==> config.mk <==
export PLATFORM = sky130hd
export DESIGN_NAME = sdm_div_pipe
export DESIGN_NICKNAME = d
export VERILOG_FILES = /design/src/rtl/core/sdm_div_pipe.sv
export SDC_FILE = /design/constraint.sdc
export NUM_CORES = 2
export LEC_CHECK = 0
export ABC_CLOCK_PERIOD_IN_PS = 8700
export BUFFER_PORTS_ARGS = -buffer_cell sky130_fd_sc_hd__buf_2
export CAP_MARGIN = 20
export CORE_ASPECT_RATIO = 0.75
export CORE_MARGIN = 4
export CORE_UTILIZATION = 34
export DETAILED_ROUTE_END_ITERATION = 7
export SYNTH_ARGS = -nofsm -noshare
export SYNTH_HDL_FRONTEND = slang
export SYNTH_SLANG_ARGS = --single-unit
==> constraint.sdc <==
create_clock -name i_clk -period 8.7 [get_ports i_clk]
set_input_delay 0.87 -clock i_clk [delete_from_list [all_inputs] [get_ports i_clk]]
set_output_delay 0.87 -clock i_clk [all_outputs]
set_load 0.02 [all_outputs]
==> src/rtl/core/sdm_div_pipe.sv <==
// ----------------------------------------------------------------------------
// sdm_div_pipe
// Two-lane pipelined restoring divider sharing one divisor, one quotient
// bit per stage, with a sideband word carried alongside each item.
// ----------------------------------------------------------------------------
`default_nettype none

module sdm_div_pipe #(
    parameter int NW = 38,
    parameter int DW = 31,
    parameter int QW = 7,
    parameter int SW = 2
) (
    input  wire logic          i_clk,
    input  wire logic          i_rst_n,
    input  wire logic          i_vld,
    input  wire logic [NW-1:0] i_num_x,
    input  wire logic [NW-1:0] i_num_y,
    input  wire logic [DW-1:0] i_den,
    input  wire logic [SW-1:0] i_side,
    output logic               o_vld,
    output logic [QW-1:0]      o_quo_x,
    output logic [QW-1:0]      o_quo_y,
    output logic [SW-1:0]      o_side
);
    localparam int EW = NW + DW + QW;

    logic [NW-1:0] w_rx   [0:QW];
    logic [NW-1:0] w_ry   [0:QW];
    logic [QW-1:0] w_qx   [0:QW];
    logic [QW-1:0] w_qy   [0:QW];
    logic [DW-1:0] w_den  [0:QW];
    logic [SW-1:0] w_side [0:QW];
    logic          w_vld  [0:QW];

    assign w_rx[0]   = i_num_x;
    assign w_ry[0]   = i_num_y;
    assign w_qx[0]   = '0;
    assign w_qy[0]   = '0;
    assign w_den[0]  = i_den;
    assign w_side[0] = i_side;
    assign w_vld[0]  = i_vld;

    // one quotient bit per stage, most significant first
    for (genvar k = 0; k < QW; k++) begin : g_stage
        localparam int SH = QW - 1 - k;

        logic [EW-1:0] w_dsh;
        logic          w_tx;
        logic          w_ty;
        logic [NW-1:0] r_rx;
        logic [NW-1:0] r_ry;
        logic [QW-1:0] r_qx;
        logic [QW-1:0] r_qy;
        logic [DW-1:0] r_den;
        logic [SW-1:0] r_side;
        logic          r_vld;

        assign w_dsh = EW'(w_den[k]) << SH;
        assign w_tx  = EW'(w_rx[k]) >= w_dsh;
        assign w_ty  = EW'(w_ry[k]) >= w_dsh;

        always_ff @(posedge i_clk) begin
            if (!i_rst_n) begin
                r_vld <= 1'b0;
            end else begin
                r_vld <= w_vld[k];
            end
            r_rx   <= w_tx ? NW'(EW'(w_rx[k]) - w_dsh) : w_rx[k];
            r_ry   <= w_ty ? NW'(EW'(w_ry[k]) - w_dsh) : w_ry[k];
            r_qx   <= (w_qx[k] << 1) | QW'(w_tx);
            r_qy   <= (w_qy[k] << 1) | QW'(w_ty);
            r_den  <= w_den[k];
            r_side <= w_side[k];
        end

        assign w_rx[k+1]   = r_rx;
        assign w_ry[k+1]   = r_ry;
        assign w_qx[k+1]   = r_qx;
        assign w_qy[k+1]   = r_qy;
        assign w_den[k+1]  = r_den;
        assign w_side[k+1] = r_side;
        assign w_vld[k+1]  = r_vld;
    end

    assign o_vld   = w_vld[QW];
    assign o_quo_x = w_qx[QW];
    assign o_quo_y = w_qy[QW];
    assign o_side  = w_side[QW];

endmodule

`default_nettype wire

==> impl_metrics.toml <==
[global_route]
met2_usage_pct = 27.9
grt.overflow.total = 0
grt_pass1_vias = 31400
busiest_layer = "met1"
antenna_found_initial = 7
track_usage_pct = 19.7
gr-usage-met3_pct = 5.47
grt_pass1_wl_um = 189000
grt_max_degree = 64
grt_use_met1_pct = 29.4

[setup_path]
reg2reg_setup_slack_ns = 3.75
worst_ep_arrival_time_ns = 5.53
cp_max_fo = 62
critPathKind = "flip-flop to flip-flop"
crit_path_end_kind = "flip-flop"
r2r-start = "g_stage[2].r_den[10]"
reg2reg_to = "g_stage[3].r_ry[35]"
cp.required_ns = 9.29
r2r_cells = 14
cp-start-kind = "flip-flop"

[worst_hold_path]
hold_path_startpoint = "i_den[23]"
hold_end = "g_stage[0].r_den[23]"
hold_depth = 1
hold_path.class = "input pin to flip-flop"

[routing]
drtIter0Drc = 3000
ant_nets = 0
drc_errors = 0
vias_per_cell = 5.28
drt-total-wl_um = 125000
drt_pass1_iterations = 6
vias = 33600
wire_per_inst_um = 19.7

[logic_synthesis]
synth_flop_cell = "dfxtp_1"
synth_fp_nets = 5196
postSynthAreaPerCell_um2 = 8.66
synth_top_area_share_pct = 35.9
synth_top_cells_by_count = "dfxtp_1 (719), a21oi_1 (464), ha_1 (434)"
synthArstFlopShare_pct = 0
ys_seq_elements = 719
synth_most_common_cell = "dfxtp_1"
ys_types = 83
synth-edff-count = 0
ys_seq_area_share_pct = 35.9
yosysTopAreaCell = "dfxtp_1"
synthTopCellsByArea = "dfxtp_1 (36%), ha_1 (14%), a21oi_1 (5.8%), xnor2_1 (4.3%), o21ai_0 (4.1%)"
synth_area_um2 = 40100
netlist_instances = 4638
yosys_warnings = 0

[clock_tree]
path_clk_slew_ns = 0.07
clk_latency_ns = 0.69
numCtsBuffers = 81
hold_buffers = 0
cts_tree = "yes"
cts_htree_levels = 3
post_cts_buffers = 0
ctsLongestPathBuffers = 3
cts_sinks = 719
cts_resized = 0
clockRootBuffer = "clkbuf_16"

[power_and_ir_drop]
power_density_nw_per_um2 = 388
seqPwrFrac_pct = 30.3
p_sw_share_pct = 41.8
p_leak_nw = 20.4
p_sw_mw = 7.36
p_int_mw = 10.2
pwr-share-comb_pct = 48.5
irDropWorstVdd_uv = 186
clkPwrFrac_pct = 21.1

[sta]
period_minus_slack_ns = 4.95
setup_tns_ns = 0
grt_setup_unrepaired = "no"
period_share_pct = 56.9
max_freq_ghz = 0.202
slew_headroom_pct = 7.48
tightest_slew_ns = 1.38
setup_viol_count_final = 0
hold_violations = 0
slew_violations = 0
finClkSkew_ns = 0.0293

[die]
num_rows = 108
die_h_um = 306
coreArea_um2 = 116000
chipWidth_um = 405
die_area_um2 = 124000
initial_utilization_pct = 34.5
io_pins = 129

[job]
cap_violations = 0

[cells_and_area]
instances_no_fill = 6352
syn_to_final_growth_pct = 13.0
final_layout_size_suffix_gt1_share_pct = 8.67
num-fill-cells = 11800
nets = 5305

[place]
place_inst = 6203
finalWeightedCongestion = 0.927
io_buffers = 128
hpwl_um = 103000

[run_status]
outcome = "complete, no violations"
==> cell families after synthesis <==
family	count (synthesis)	synth area share, %
multiplexers	92	2.57
flip-flops	719	35.9
adder cells (fa/ha/maj)	446	14.1
buffers and inverters	469	4.45
AND/OR/NAND/NOR	1154	13.5
XOR/XNOR	356	7.77
AO/OA/AOI/OAI	1402	21.7
==> flip-flops by register name, indices dropped and copies added (netlist names) <==
name            cells
o_quo_x             7
g_stage.r_vld       6
g_stage.r_ry      228
g_stage.r_rx      228
o_quo_y             7
o_side              2
g_stage.r_side     12
g_stage.r_qx       21
g_stage.r_den     186
g_stage.r_qy       21
o_vld               1
==> critical path: stages (launching register included) <==
cell and delay, ns:
dfxtp_1 0.44, inv_1 0.12, ha_1 0.38, nand3_1 0.16, nor3_1 0.94, o21ai_0 0.20
a21oi_1 0.53, or3_1 0.24, a21oi_1 0.17, o31a_1 0.34, o211a_1 0.24, buf_4 0.29
or2_2 0.39, nor3_1 0.22, xor2_1 0.19
==> how the worst max path moves through the flow <==
stage                               from                   to  slack [ns]  cells after the start
detailed placement            i_num_x[6]  g_stage[0].r_rx[37]        3.79                     17
floorplan                     i_num_y[6]  g_stage[0].r_ry[17]        4.74                     15
global route         g_stage[1].r_den[0]   g_stage[2].r_rx[5]        3.70                     14
finish              g_stage[2].r_den[10]  g_stage[3].r_ry[35]        3.75                     14
global placement              i_num_x[6]  g_stage[0].r_rx[37]        3.82                     17
CTS                 g_stage[2].r_den[10]  g_stage[3].r_ry[35]        4.05                     14
==> cell usage in the layout, fill, tap and decap left out, types with 12 or more instances in the layout <==
master	Yosys	layout
inv_1	348	348
xnor2_1	199	199
a31oi_1	43	43
fa_1	12	12
o31a_1	14	14
and3_1	30	30
nor2_1	348	348
o21bai_1	54	54
dfxtp_1	719	719
o31ai_1	28	28
a21oi_1	464	463
a21o_1	209	208
clkbuf_16	0	84
xor2_1	157	157
and2_1	19	19
or2_2	14	14
or3_1	19	19
nand2_1	335	334
o21ai_0	332	331
nand3_1	86	86
o211ai_1	19	19
nand2b_1	52	52
mux2_2	86	86
nor2b_1	54	54
ha_1	434	434
nand4_1	62	62
nor4_1	20	19
o21a_1	46	45
clkinv_2	0	13
buf_2	18	130
nor3_1	67	67
a21boi_0	14	14
bufinv_16	0	13
buf_4	1	15
a211oi_1	40	40
==> layout make-up <==
cell class              instances  area (µm²)  share of cell area (%)
repair buffers                147         811                    1.79
inverters                     348        1310                    2.88
multi-input cells            3450       24000                    53.0
clock buffers                 102        2250                    4.96
well taps                    1540        1930                    4.25
diodes                          1        2.50                 0.00551
flip-flops and latches        719       14400                    31.7
clock inverters                45         646                    1.42
==> power by group through the flow <==
stage	clock, mW	sequential (mW)	combinational (mW)
6_report	3.72	5.34	8.54
5_1_grt	3.95	5.41	9.48
2_1_floorplan	0	4.92	6.38
3_5_place_dp	0	5.38	8.35
4_1_cts	3.82	5.32	8.41
3_3_place_gp	0	5.40	8.30
==> layer usage <==
metal | share of wire [%] | up-vias
met1 | 50 | 15700
met3 | 8.3 | 180
met2 | 39 | 1037
li1 | - | 16600
met4 | 2.2 | 4
met5 | 0.027 | -
==> through the flow <==
| stage | area (µm²) | power [mW] | worst slack [ns] | util (%) | hold slack, ns |
|---|---|---|---|---|---|
| after floorplan | 40100 | 11.3 | 4.74 | - | 0.310 |
| after global placement | 42400 | 13.7 | 3.82 | 36.4 | 0.310 |
| after detailed placement | 42500 | 13.7 | 3.79 | 36.5 | 0.312 |
| after CTS | 45400 | 17.5 | 4.05 | 38.9 | 0.237 |
| after global routing | 45400 | 18.8 | 3.70 | 39.0 | 0.253 |
| final | 45400 | 17.6 | 3.75 | 39.0 | 0.292 |
No activity file was read; power rests on OpenSTA's default activity.
