`config.mk`:
```
export PLATFORM = sky130hd
export DESIGN_NAME = sdm_sqrt_pipe
export DESIGN_NICKNAME = d
export VERILOG_FILES = /design/src/rtl/core/sdm_pkg.sv /design/src/rtl/core/sdm_sqrt_pipe.sv
export SDC_FILE = /design/constraint.sdc
export NUM_CORES = 1
export LEC_CHECK = 0
export BUFFER_PORTS_ARGS = -buffer_cell sky130_fd_sc_hd__buf_4
export CORE_ASPECT_RATIO = 1.5
export CORE_MARGIN = 4
export CORE_UTILIZATION = 56
export DETAILED_ROUTE_END_ITERATION = 8
export PLACE_DENSITY = 0.75
export SLEW_MARGIN = 20
export SYNTH_ARGS = -nofsm -noshare
export SYNTH_HDL_FRONTEND = slang
export SYNTH_SLANG_ARGS = --single-unit
```
`constraint.sdc`:
```
create_clock -name i_clk -period 3 [get_ports i_clk]
set_input_delay 0.6 -clock i_clk [delete_from_list [all_inputs] [get_ports i_clk]]
set_output_delay 0.6 -clock i_clk [all_outputs]
set_load 0.005 [all_outputs]
```
`src/rtl/core/sdm_pkg.sv`:
```
// ----------------------------------------------------------------------------
// sdm_pkg
// Shared constants, register index codes and widths for the stick radial
// deadzone mapper.
// ----------------------------------------------------------------------------
`default_nettype none

package sdm_pkg;

    // full-scale raw stick magnitude
    localparam int FULL_SCALE     = 32767;
    // default output saturation limit
    localparam int OUT_LIMIT_DEF  = 80;

    // field widths
    localparam int STICK_W        = 16;
    localparam int MOVE_W         = 8;
    localparam int DZ_W           = 16;
    localparam int SQTHR_W        = 15;
    localparam int CFG_IDX_W      = 2;
    localparam int CFG_DATA_W     = 16;

    // square root pipeline: one result bit per stage
    localparam int SQ_IN_W        = 32;
    localparam int SQ_STAGES      = 16;
    localparam int MAG_W          = 16;

    // products of a 16-bit magnitude and a 15-bit span
    localparam int PROD_W         = 31;

    // register stages outside the square root and divider pipes
    localparam int FRONT_STAGES   = 2;
    localparam int MID_STAGES     = 3;
    localparam int OUT_STAGES     = 1;

    // configuration register indexes
    typedef enum logic [CFG_IDX_W-1:0] {
        REG_RADIAL_MODE = 2'd0,
        REG_DEADZONE    = 2'd1,
        REG_SQ_THR      = 2'd2
    } t_reg_idx;

    // input-to-output latency for a given output limit
    function automatic int sdm_latency(input int out_limit);
        return FRONT_STAGES + SQ_STAGES + MID_STAGES + $clog2(out_limit + 1) + OUT_STAGES;
    endfunction

endpackage

`default_nettype wire

```
`src/rtl/core/sdm_sqrt_pipe.sv`:
```
// ----------------------------------------------------------------------------
// sdm_sqrt_pipe
// Pipelined integer square root, one result bit resolved per stage, with a
// sideband word carried alongside each item.
// ----------------------------------------------------------------------------
`default_nettype none

module sdm_sqrt_pipe #(
    parameter int SW = 1
) (
    input  wire logic                          i_clk,
    input  wire logic                          i_rst_n,
    input  wire logic                          i_vld,
    input  wire logic [sdm_pkg::SQ_IN_W-1:0]   i_rad,
    input  wire logic [SW-1:0]                 i_side,
    output logic                               o_vld,
    output logic [sdm_pkg::MAG_W-1:0]          o_root,
    output logic [SW-1:0]                      o_side
);
    import sdm_pkg::*;

    logic [SQ_IN_W-1:0] w_v    [0:SQ_STAGES];
    logic [SQ_IN_W-1:0] w_res  [0:SQ_STAGES];
    logic [SW-1:0]      w_side [0:SQ_STAGES];
    logic               w_vld  [0:SQ_STAGES];

    assign w_v[0]    = i_rad;
    assign w_res[0]  = '0;
    assign w_side[0] = i_side;
    assign w_vld[0]  = i_vld;

    // one digit-pair per stage, highest pair first
    for (genvar k = 0; k < SQ_STAGES; k++) begin : g_stage
        localparam logic [SQ_IN_W-1:0] BIT = SQ_IN_W'(1) << (2 * (SQ_STAGES - 1 - k));

        logic [SQ_IN_W-1:0] n_v;
        logic [SQ_IN_W-1:0] n_res;
        logic [SQ_IN_W-1:0] r_v;
        logic [SQ_IN_W-1:0] r_res;
        logic [SW-1:0]      r_side;
        logic               r_vld;

        always_comb begin
            if (w_v[k] >= w_res[k] + BIT) begin
                n_v   = w_v[k] - (w_res[k] + BIT);
                n_res = (w_res[k] >> 1) + BIT;
            end else begin
                n_v   = w_v[k];
                n_res = w_res[k] >> 1;
            end
        end

        always_ff @(posedge i_clk) begin
            if (!i_rst_n) begin
                r_vld <= 1'b0;
            end else begin
                r_vld <= w_vld[k];
            end
            r_v    <= n_v;
            r_res  <= n_res;
            r_side <= w_side[k];
        end

        assign w_v[k+1]    = r_v;
        assign w_res[k+1]  = r_res;
        assign w_side[k+1] = r_side;
        assign w_vld[k+1]  = r_vld;
    end

    assign o_vld  = w_vld[SQ_STAGES];
    assign o_root = w_res[SQ_STAGES][MAG_W-1:0];
    assign o_side = w_side[SQ_STAGES];

endmodule

`default_nettype wire

```
==> results of run 1 <==
worst max path at each step:
stage | from | to | slack [ns] | cells after the start
6_report | g_stage[9].r_res[21] | g_stage[10].r_v[24] | 0.08 | 10
2_1_floorplan | g_stage[9].r_res[21] | g_stage[10].r_v[28] | 0.12 | 10
3_5_place_dp | g_stage[5].r_res[21] | g_stage[6].r_v[26] | -0.13 | 9
5_1_grt | g_stage[9].r_res[21] | g_stage[10].r_v[24] | -0.03 | 10
3_3_place_gp | g_stage[5].r_res[21] | g_stage[6].r_v[26] | -0.11 | 9
4_1_cts | g_stage[9].r_res[21] | g_stage[10].r_v[24] | 0.01 | 10
what timing repair did:
action / CTS / global route
pin swaps: 2 / 5
endpoints found under the setup margin: 22 / 31
buffers inserted: 3 / 3
gates resized for setup: 13 / 8
logic make-up (layout without fill, tap and decap cells):
family,Yosys count,count (layout)
AOI/OAI and AO/OA,389,389
buffers and inverters,214,394
adders and majority gates,150,150
DFF,648,648
xor gates and xnor gates,199,199
and+or+nand+nor,638,638
muxes,27,27
flip-flops by register name, summed over array words and instances, names as in the netlist:
signal,count
o_side,1
o_vld,1
g_stage.r_side,15
g_stage.r_v,480
g_stage.r_vld,15
g_stage.r_res,136
per-layer routing:
layer  GRT usage, %  up-vias  wire, um  part of all wire [%]
li1               -     8104         -                     -
met1           14.9     7698     14300                    28
met2           47.7      344     29800                    59
met3           3.01      203      1430                   2.8
met4           18.1        0      4680                   9.3
met5              0        -         0                     0
per-stage QoR:
stage	setup TNS [ns]	setup WS [ns]	instances	utilization (%)	hold slack, ns
5_1_grt	-0.0544	-0.0286	3003	65.3	0.0736
3_3_place_gp	-0.228	-0.112	2895	60.2	0.310
6_report	0	0.0824	3003	65.3	0.0968
4_1_cts	0	0.00990	3000	65.1	0.0718
3_5_place_dp	-0.558	-0.131	2895	60.2	0.312
2_1_floorplan	0	0.122	2265	-	0.310
power by group through the flow:
stage / clock network [W] / logic (W) / registers (W)
2_1_floorplan: 0 / 0.00564 / 0.0118
4_1_cts: 0.00760 / 0.00749 / 0.0120
3_5_place_dp: 0 / 0.00739 / 0.0122
5_1_grt: 0.00797 / 0.00834 / 0.0123
6_report: 0.00746 / 0.00753 / 0.0121
3_3_place_gp: 0 / 0.00711 / 0.0121
worst max-delay path, cell delays in order, from the launching register on:
cell and delay, ns:
dfxtp_2 0.33, inv_2 0.04, ha_4 0.16, or4_4 0.42
or3_4 0.34, or3_4 0.33, or3_4 0.35, a2111oi_4 0.25
buf_4 0.20, and4bb_2 0.24, xnor2_1 0.12
cells in the final DEF, fill, tap and decap left out, types with 10 or more instances in the layout:
master	instances
dfxtp_1	647
inv_1	182
ha_1	148
nor2_1	146
a21oi_1	132
nand2_1	121
xnor2_1	105
buf_4	105
xor2_1	94
o21ai_0	93
nor4_1	65
nor3_1	64
clkbuf_16	56
nand4_1	31
nand3_1	31
a21o_1	31
o21a_1	29
nand2b_1	27
and2_1	25
mux2_2	23
or3_1	20
or4_1	18
clkbuf_8	17
nor2b_1	16
nor4b_1	16
clkbuf_1	14
a211oi_1	13
o31ai_1	11
a31oi_1	10
a21boi_0	10
nor3b_1	10
cell type report:
class | instances | area [um^2]
repair buffers | 109 | 863
clock buffers | 87 | 1690
well taps | 558 | 698
multi-input cells | 1403 | 9790
clock inverters | 15 | 277
inverters | 183 | 687
fillers | 3153 | 14400
flip-flops and latches | 648 | 13000
==> qor.yml, run 1 <==
p_sw_w: 0.00854
required_ns: 3.47
ys_seq_elements: 648
grt_max_degree: 27
internal_power_w: 0.0185
r2r-end: "g_stage[10].r_v[24]"
clk_path_buf_depth: 3
cts_buffers: 56
grt_pass1_vias: 17401
synth_compound_area_share_pct: 10.3
holdPathStages: 1
clock_latency_ns: 0.61
p_per_area_nw_per_um2: 1000
clockPowerShare_pct: 27.6
vdd.ir_drop.worst_mv: 0.800
fin_skew_ns: 0.0302
cts_root_buf: "clkbuf_16"
startpoint_type: "register"
reg2reg_slack_ns: 0.08
p_leak_nw: 12.4
cts.sinks: 648
fp.dieW_um: 175
fin_total_pwr_w: 0.0271
core_area_um2: 41300
reg2reg_from: "g_stage[9].r_res[21]"
postCtsHoldBufs: 0
place_hpwl_um: 39000
netlist.area_leader.share_pct: 55.2
hold_viol_final: 0
overflow: 0
netlist_area_um2: 23500
min_period_ns: 2.92
synth_area_leaders: "dfxtp_1, ha_1, xnor2_1"
p_sw_share_pct: 31.5
combinationalPowerShare_pct: 27.8
clkTransAtPathRegs_ns: 0.07
die-area_um2: 45400
post_dp_cell_area_um2: 24900
drtIter0Drc: 585
yosysTopAreaCell: "dfxtp_1"
grt.total_usage_pct: 21.8
critical_path_class: "reg2reg"
grt_pass1_wl_um: 79600
antenna_cells: 0
synth_common_cells: "dfxtp_1, inv_1, ha_1"
io_buffers: 53
synthSimpleGateAreaFrac_pct: 14.3
area_delta_synth_final_pct: 14.9
arrival_ns: 3.39
synth_top_family_by_area: "simple AND/OR/NAND/NOR gates"
worst-path-max-fanout: 4
dr.pass1.iters: 5
worst_pin_slew_ns: 0.763
cap_viol_max_count: 0
synth_edf_count: 0
drv_slew: 0
remaining_drc_errors: 0
core.rowCount: 91
worstSetupEndpointType: "register"
drive_gt1_share_pct: 10.3
synth_most_common_cell: "dfxtp_1"
antenna_found_initial: 0
async_flop_share_pct: 0
start_util_pct: 56.8
ys.flop_type: "dfxtp_1"
synthAdderAreaFrac_pct: 7.99
synth.net_count: 2451
fin_area_um2: 27000
wl_per_cell_um: 16.7
die_h_um: 259
ant_nets: 0
hold_path.class: "in2reg"
totalWireLength_um: 50200
htreeDepth: 2
reg2regPathDepth: 10
status: "finished, final reports clean"
pwr-share-seq_pct: 44.6
cts_tree: "done"
max_slew_margin_pct: 48.7
setup_viol: 0
rsz0062_at_grt: "yes"
timing.fmax_mhz: 343
synth-xor-area-share_pct: 7.42
synth_cells: 2265
min_to: "g_stage[0].r_side"
routabilityCongestion: 0.975
synth.avg_cell_area_um2: 10.4
drt-vias-per-instance: 5.44
min_from: "i_side"
nets: 2587
synthMuxAreaShare_pct: 1.27
post-route-period-util_pct: 97.3
ys_types: 70
via_count: 16349
yosysWarnings: 0
seq_area_frac_synth_pct: 55.2
pin_count: 54
Power figures use the tool's default switching activity.
==> inputs of run 2 (changes only) <==
--- a/config.mk
+++ b/config.mk
@@ -9,6 +9,8 @@
 export CORE_ASPECT_RATIO = 1.5
 export CORE_MARGIN = 4
 export CORE_UTILIZATION = 56
+export CTS_CLUSTER_DIAMETER = 30
+export CTS_CLUSTER_SIZE = 25
 export DETAILED_ROUTE_END_ITERATION = 8
 export PLACE_DENSITY = 0.75
 export SLEW_MARGIN = 20
==> constraint.sdc (replaced) <==
create_clock -name i_clk -period 3 [get_ports i_clk]
set_input_delay 0.6 -clock i_clk [delete_from_list [all_inputs] [get_ports i_clk]]
set_output_delay 0.6 -clock i_clk [all_outputs]
set_load 0.05 [all_outputs]
==> qor.yml, run 2 (synthesized netlist as in run 1, its figures left out) <==
status: "finished, final reports clean"
pin_count: 54
die-area_um2: 45400
drv_slew: 0
required_ns: 3.53
grt.total_usage_pct: 22.5
fin_skew_ns: 0.0251
drt-vias-per-instance: 5.48
via_count: 16772
cts.sinks: 648
seq_area_um2: 13000
setup_viol: 0
multi_input_area_um2: 9800
cap_viol_max_count: 0
overflow: 0
place_hpwl_um: 39000
r2r-end: "g_stage[10].r_v[11]"
max_slew_margin_pct: 52.1
drive_gt1_share_pct: 12.9
antenna_cells: 0
antenna_found_initial: 0
die_h_um: 259
grt_pass1_vias: 17847
postCtsHoldBufs: 0
p_leak_nw: 12.9
worst-path-max-fanout: 6
remaining_drc_errors: 0
hold_viol_final: 0
worst-path-stages: 11
fin_area_um2: 28100
grt_max_degree: 27
crit_chain: "inv_2, ha_4, or4_4, or3_4, or3_4, or3_4, a2111oi_4, buf_6, buf_12, buf_12, mux2i_1"
dr.pass1.iters: 5
area_delta_synth_final_pct: 19.5
critPathBufInv: 4
htreeDepth: 3
reg2regPathDepth: 11
post-route-period-util_pct: 97.8
cp-endpoint: "g_stage[10].r_v[11]"
worst_pin_slew_ns: 0.709
routabilityCongestion: 0.975
critical_path_class: "reg2reg"
io_buffers: 53
largest_register: "g_stage.r_v"
holdPathStages: 1
arrival_ns: 3.46
core.rowCount: 91
clk_path_buf_depth: 3
drtIter0Drc: 657
post_dp_cell_area_um2: 24900
wl_per_cell_um: 17.0
reg2reg_slack_ns: 0.07
fp.dieW_um: 175
rsz0062_at_grt: "yes"
stdcell_count: 3062
clkTransAtPathRegs_ns: 0.08
reg2reg_from: "g_stage[9].r_res[21]"
largest_register_ffs: 480
clock_latency_ns: 0.62
n_fill_cell: 3040
dp.cells: 2895
final_common_cell: "dfxtp_1"
max_stage_delay_ns: 0.42
critPathSlowestCell: "or4_4"
p_per_area_nw_per_um2: 1060
startpoint: "g_stage[9].r_res[21]"
ant_nets: 0
critPathTopFamily: "simple AND/OR/NAND/NOR gates"
hold_path.class: "in2reg"
cts_tree: "done"
cts_root_buf: "clkbuf_16"
startpoint_type: "register"
fin_total_pwr_w: 0.0298
grt_pass1_wl_um: 81700
holdWs_ns: 0.0836
mostFrequentLayoutCells: "dfxtp_1, inv_1, ha_1, nor2_1, a21oi_1"
totalWireLength_um: 52000
vdd.ir_drop.worst_mv: 0.671
timing.fmax_mhz: 341
nets: 2619
core_area_um2: 41300
min_period_ns: 2.93
crit_top_cell: "or3_4"
cts_buffers: 84
start_util_pct: 56.8
largestRegisters: "g_stage.r_v (480), g_stage.r_res (136)"
worstSetupEndpointType: "register"
==> run 2: cell count changes in the layout (fill, tap and decap cells not counted), sizes merged <==
cell      delta
clkinv      +18
clkinvlp     +8
bufinv       -3
inv         +25
clkbuf       +9
buf          +2
==> run 2: metrics by stage <==
| stage | setup slack [ns] | util (%) | TNS [ns] |
|---|---|---|---|
| after global routing | -0.0629 | 67.9 | -0.0856 |
| after global placement | -0.112 | 60.2 | -0.228 |
| final | 0.0660 | 67.9 | 0 |
| after floorplan | 0.122 | - | 0 |
| after detailed placement | -0.131 | 60.2 | -0.558 |
| after CTS | -0.00695 | 67.4 | -0.00963 |
==> run 2: cell type report <==
type	instances	share of cell area (%)
Tap cell	558	2.49
Clock inverter	63	2.51
Timing Repair Buffer	113	3.40
Clock buffer	94	7.99
Multi-Input combinational cell	1403	34.9
Inverter	183	2.45
Sequential cell	648	46.2
==> run 2: layer usage <==
layer	vias up	routed length, um	global-route usage [%]
li1	8240	-	-
met1	7873	14600	15.2
met2	428	30800	47.9
met3	231	1730	3.71
met4	0	4870	20.8
met5	-	0	0
==> run 2: how the worst min path moves through the flow <==
stage / from / endpoint / slack [ns]
2_1_floorplan: g_stage[9].r_side / g_stage[10].r_side / 0.31
3_3_place_gp: g_stage[13].r_side / g_stage[14].r_side / 0.31
3_5_place_dp: g_stage[4].r_side / g_stage[5].r_side / 0.31
4_1_cts: i_rad[7] / g_stage[0].r_v[7] / 0.06
5_1_grt: i_rad[7] / g_stage[0].r_v[7] / 0.05
6_report: i_rad[7] / g_stage[0].r_v[7] / 0.08
==> run 2: what timing repair did <==
| action | 4_1_cts | 5_1_grt |
|---|---|---|
| gates resized for setup | 8 | 20 |
| buffers inserted | 3 | 4 |
| gates cloned | 0 | 3 |
| hold endpoints to repair | 0 | 0 |
| pin swaps | 1 | 7 |
| setup endpoints to repair | 16 | 39 |
==> run 2: where the power goes <==
part | total, W | switching [W] | internal, W
clock network | 0.0100 | 0.00412 | 0.00591
registers | 0.0121 | 0.00144 | 0.0107
logic | 0.00769 | 0.00418 | 0.00350
==> inputs of run 3 (changes only) <==
--- a/config.mk
+++ b/config.mk
@@ -6,7 +6,6 @@
 export NUM_CORES = 1
 export LEC_CHECK = 0
 export BUFFER_PORTS_ARGS = -buffer_cell sky130_fd_sc_hd__buf_4
-export CORE_ASPECT_RATIO = 1.5
 export CORE_MARGIN = 4
 export CORE_UTILIZATION = 56
 export CTS_CLUSTER_DIAMETER = 30
==> qor.yml, run 3 (synthesized netlist as in run 1, its figures left out) <==
rsz0062_at_grt: "yes"
critical_path_class: "reg2reg"
drv_slew: 0
htreeDepth: 3
arrival_ns: 3.41
core.rowCount: 74
antenna_found_initial: 1
pwr-share-seq_pct: 37.1
place_hpwl_um: 36100
area_delta_synth_final_pct: 22.9
grt_max_degree: 26
drtIter0Drc: 859
clockPowerShare_pct: 40.0
grt.total_usage_pct: 22.5
holdWs_ns: 0.0654
timing.fmax_mhz: 343
cts_tree: "done"
worst-path-max-fanout: 25
core_area_um2: 41100
fin_skew_ns: 0.0328
mostFrequentLayoutCells: "dfxtp_1, inv_1, ha_1, nor2_1, a21oi_1"
cts_root_buf: "clkbuf_16"
clk_path_buf_depth: 3
max_stage_delay_ns: 0.43
antenna_cells: 0
dr.pass1.iters: 4
seq_area_um2: 13000
drive_gt1_share_pct: 13.8
largestRegisters: "g_stage.r_v (480), g_stage.r_res (136)"
p_sw_w: 0.0101
fin_util_pct: 70.2
reg2reg_from: "g_stage[9].r_res[21]"
nets: 2625
min_period_ns: 2.92
n_fill_cell: 2912
max_slew_margin_pct: 54.0
startpoint_type: "register"
status: "finished, final reports clean"
crit_top_cell: "or3_4"
setup_viol: 0
stdcell_count: 3066
required_ns: 3.49
post-route-period-util_pct: 97.2
ant_nets: 0
internal_power_w: 0.0226
routabilityCongestion: 0.900
clkTransAtPathRegs_ns: 0.06
crit_chain: "inv_2, ha_2, or4_4, or3_4, or3_4, or3_4, a2111oi_4, buf_12, nor4b_1, xor2_1"
final_common_cell: "dfxtp_1"
hold_viol_final: 0
postCtsHoldBufs: 0
wl_per_cell_um: 16.5
p_leak_nw: 13.3
startpoint: "g_stage[9].r_res[21]"
p_per_area_nw_per_um2: 1130
pin_count: 54
io_buffers: 53
cap_viol_max_count: 0
largest_register_ffs: 480
overflow: 0
cts_buffers: 111
multi_input_area_um2: 9780
grt_pass1_vias: 17610
cts.sinks: 648
postCtsSetupRepairBufs: 0
p_sw_share_pct: 30.9
combinationalPowerShare_pct: 22.8
vdd.ir_drop.worst_mv: 0.741
finalSetupTns_ns: 0
grt_pass1_wl_um: 82800
via_count: 16477
hold_path.class: "in2reg"
remaining_drc_errors: 0
fp.dieW_um: 213
drt-vias-per-instance: 5.37
largest_register: "g_stage.r_v"
critPathSlowestCell: "or4_4"
fin_total_pwr_w: 0.0326
worst_pin_slew_ns: 0.684
totalWireLength_um: 50500
worstSetupEndpointType: "register"
start_util_pct: 57.1
dp.cells: 2858
clock_latency_ns: 0.64
min_from: "i_rad[21]"
die_h_um: 213
die-area_um2: 45300
run 3: through the flow:
stage                     area [um^2]  setup slack [ns]
final                           28900            0.0835
after global routing            28900           -0.0150
after CTS                       28800            0.0213
after detailed placement        24800          -0.00539
after global placement          24800            0.0213
after floorplan                 23500             0.122
run 3: cell type report:
class | count | area share, %
Sequential cell | 648 | 44.9
Tap cell | 532 | 2.31
Multi-Input combinational cell | 1403 | 33.9
Clock buffer | 124 | 10.1
Timing Repair Buffer | 92 | 2.57
Clock inverter | 84 | 3.81
Inverter | 183 | 2.38
run 3: worst max-delay path, delay by kind of cell (launching register included):
| family | cells | cell delay (ns) |
|---|---|---|
| buffers and inverters | 2 | 0.25 |
| AOI/OAI and AO/OA | 1 | 0.36 |
| xor gates and xnor gates | 1 | 0.14 |
| adders and majority gates | 1 | 0.16 |
| and+or+nand+nor | 5 | 1.55 |
| DFF | 1 | 0.32 |
run 3: timing repair:
action,in CTS,in global routing
resized for setup,1,16
setup endpoints to repair,2,27
pin swaps,0,2
run 3: path summary, 6_finish.rpt:
check / end / slack (ns) / depth (start not counted)
min: g_stage[0].r_v[21] / 0.07 / 1
max reg2reg: g_stage[10].r_v[23] / 0.08 / 10
max: g_stage[10].r_v[23] / 0.08 / 10
min reg2reg: o_side / 0.32 / 0
run 3: routing by layer:
| layer | track usage (%) | routed length (um) |
|---|---|---|
| met5 | 0 | 0 |
| met4 | 12.2 | 2520 |
| met3 | 4.16 | 1540 |
| met2 | 44.9 | 28000 |
| met1 | 21.5 | 18400 |
run 3: power by group through the flow:
stage | Sequential [W] | Clock [W] | Combinational (W)
detailed placement | 0.0122 | 0 | 0.00724
global route | 0.0124 | 0.0137 | 0.00836
floorplan | 0.0118 | 0 | 0.00564
global placement | 0.0122 | 0 | 0.00705
CTS | 0.0121 | 0.0133 | 0.00740
finish | 0.0121 | 0.0131 | 0.00745
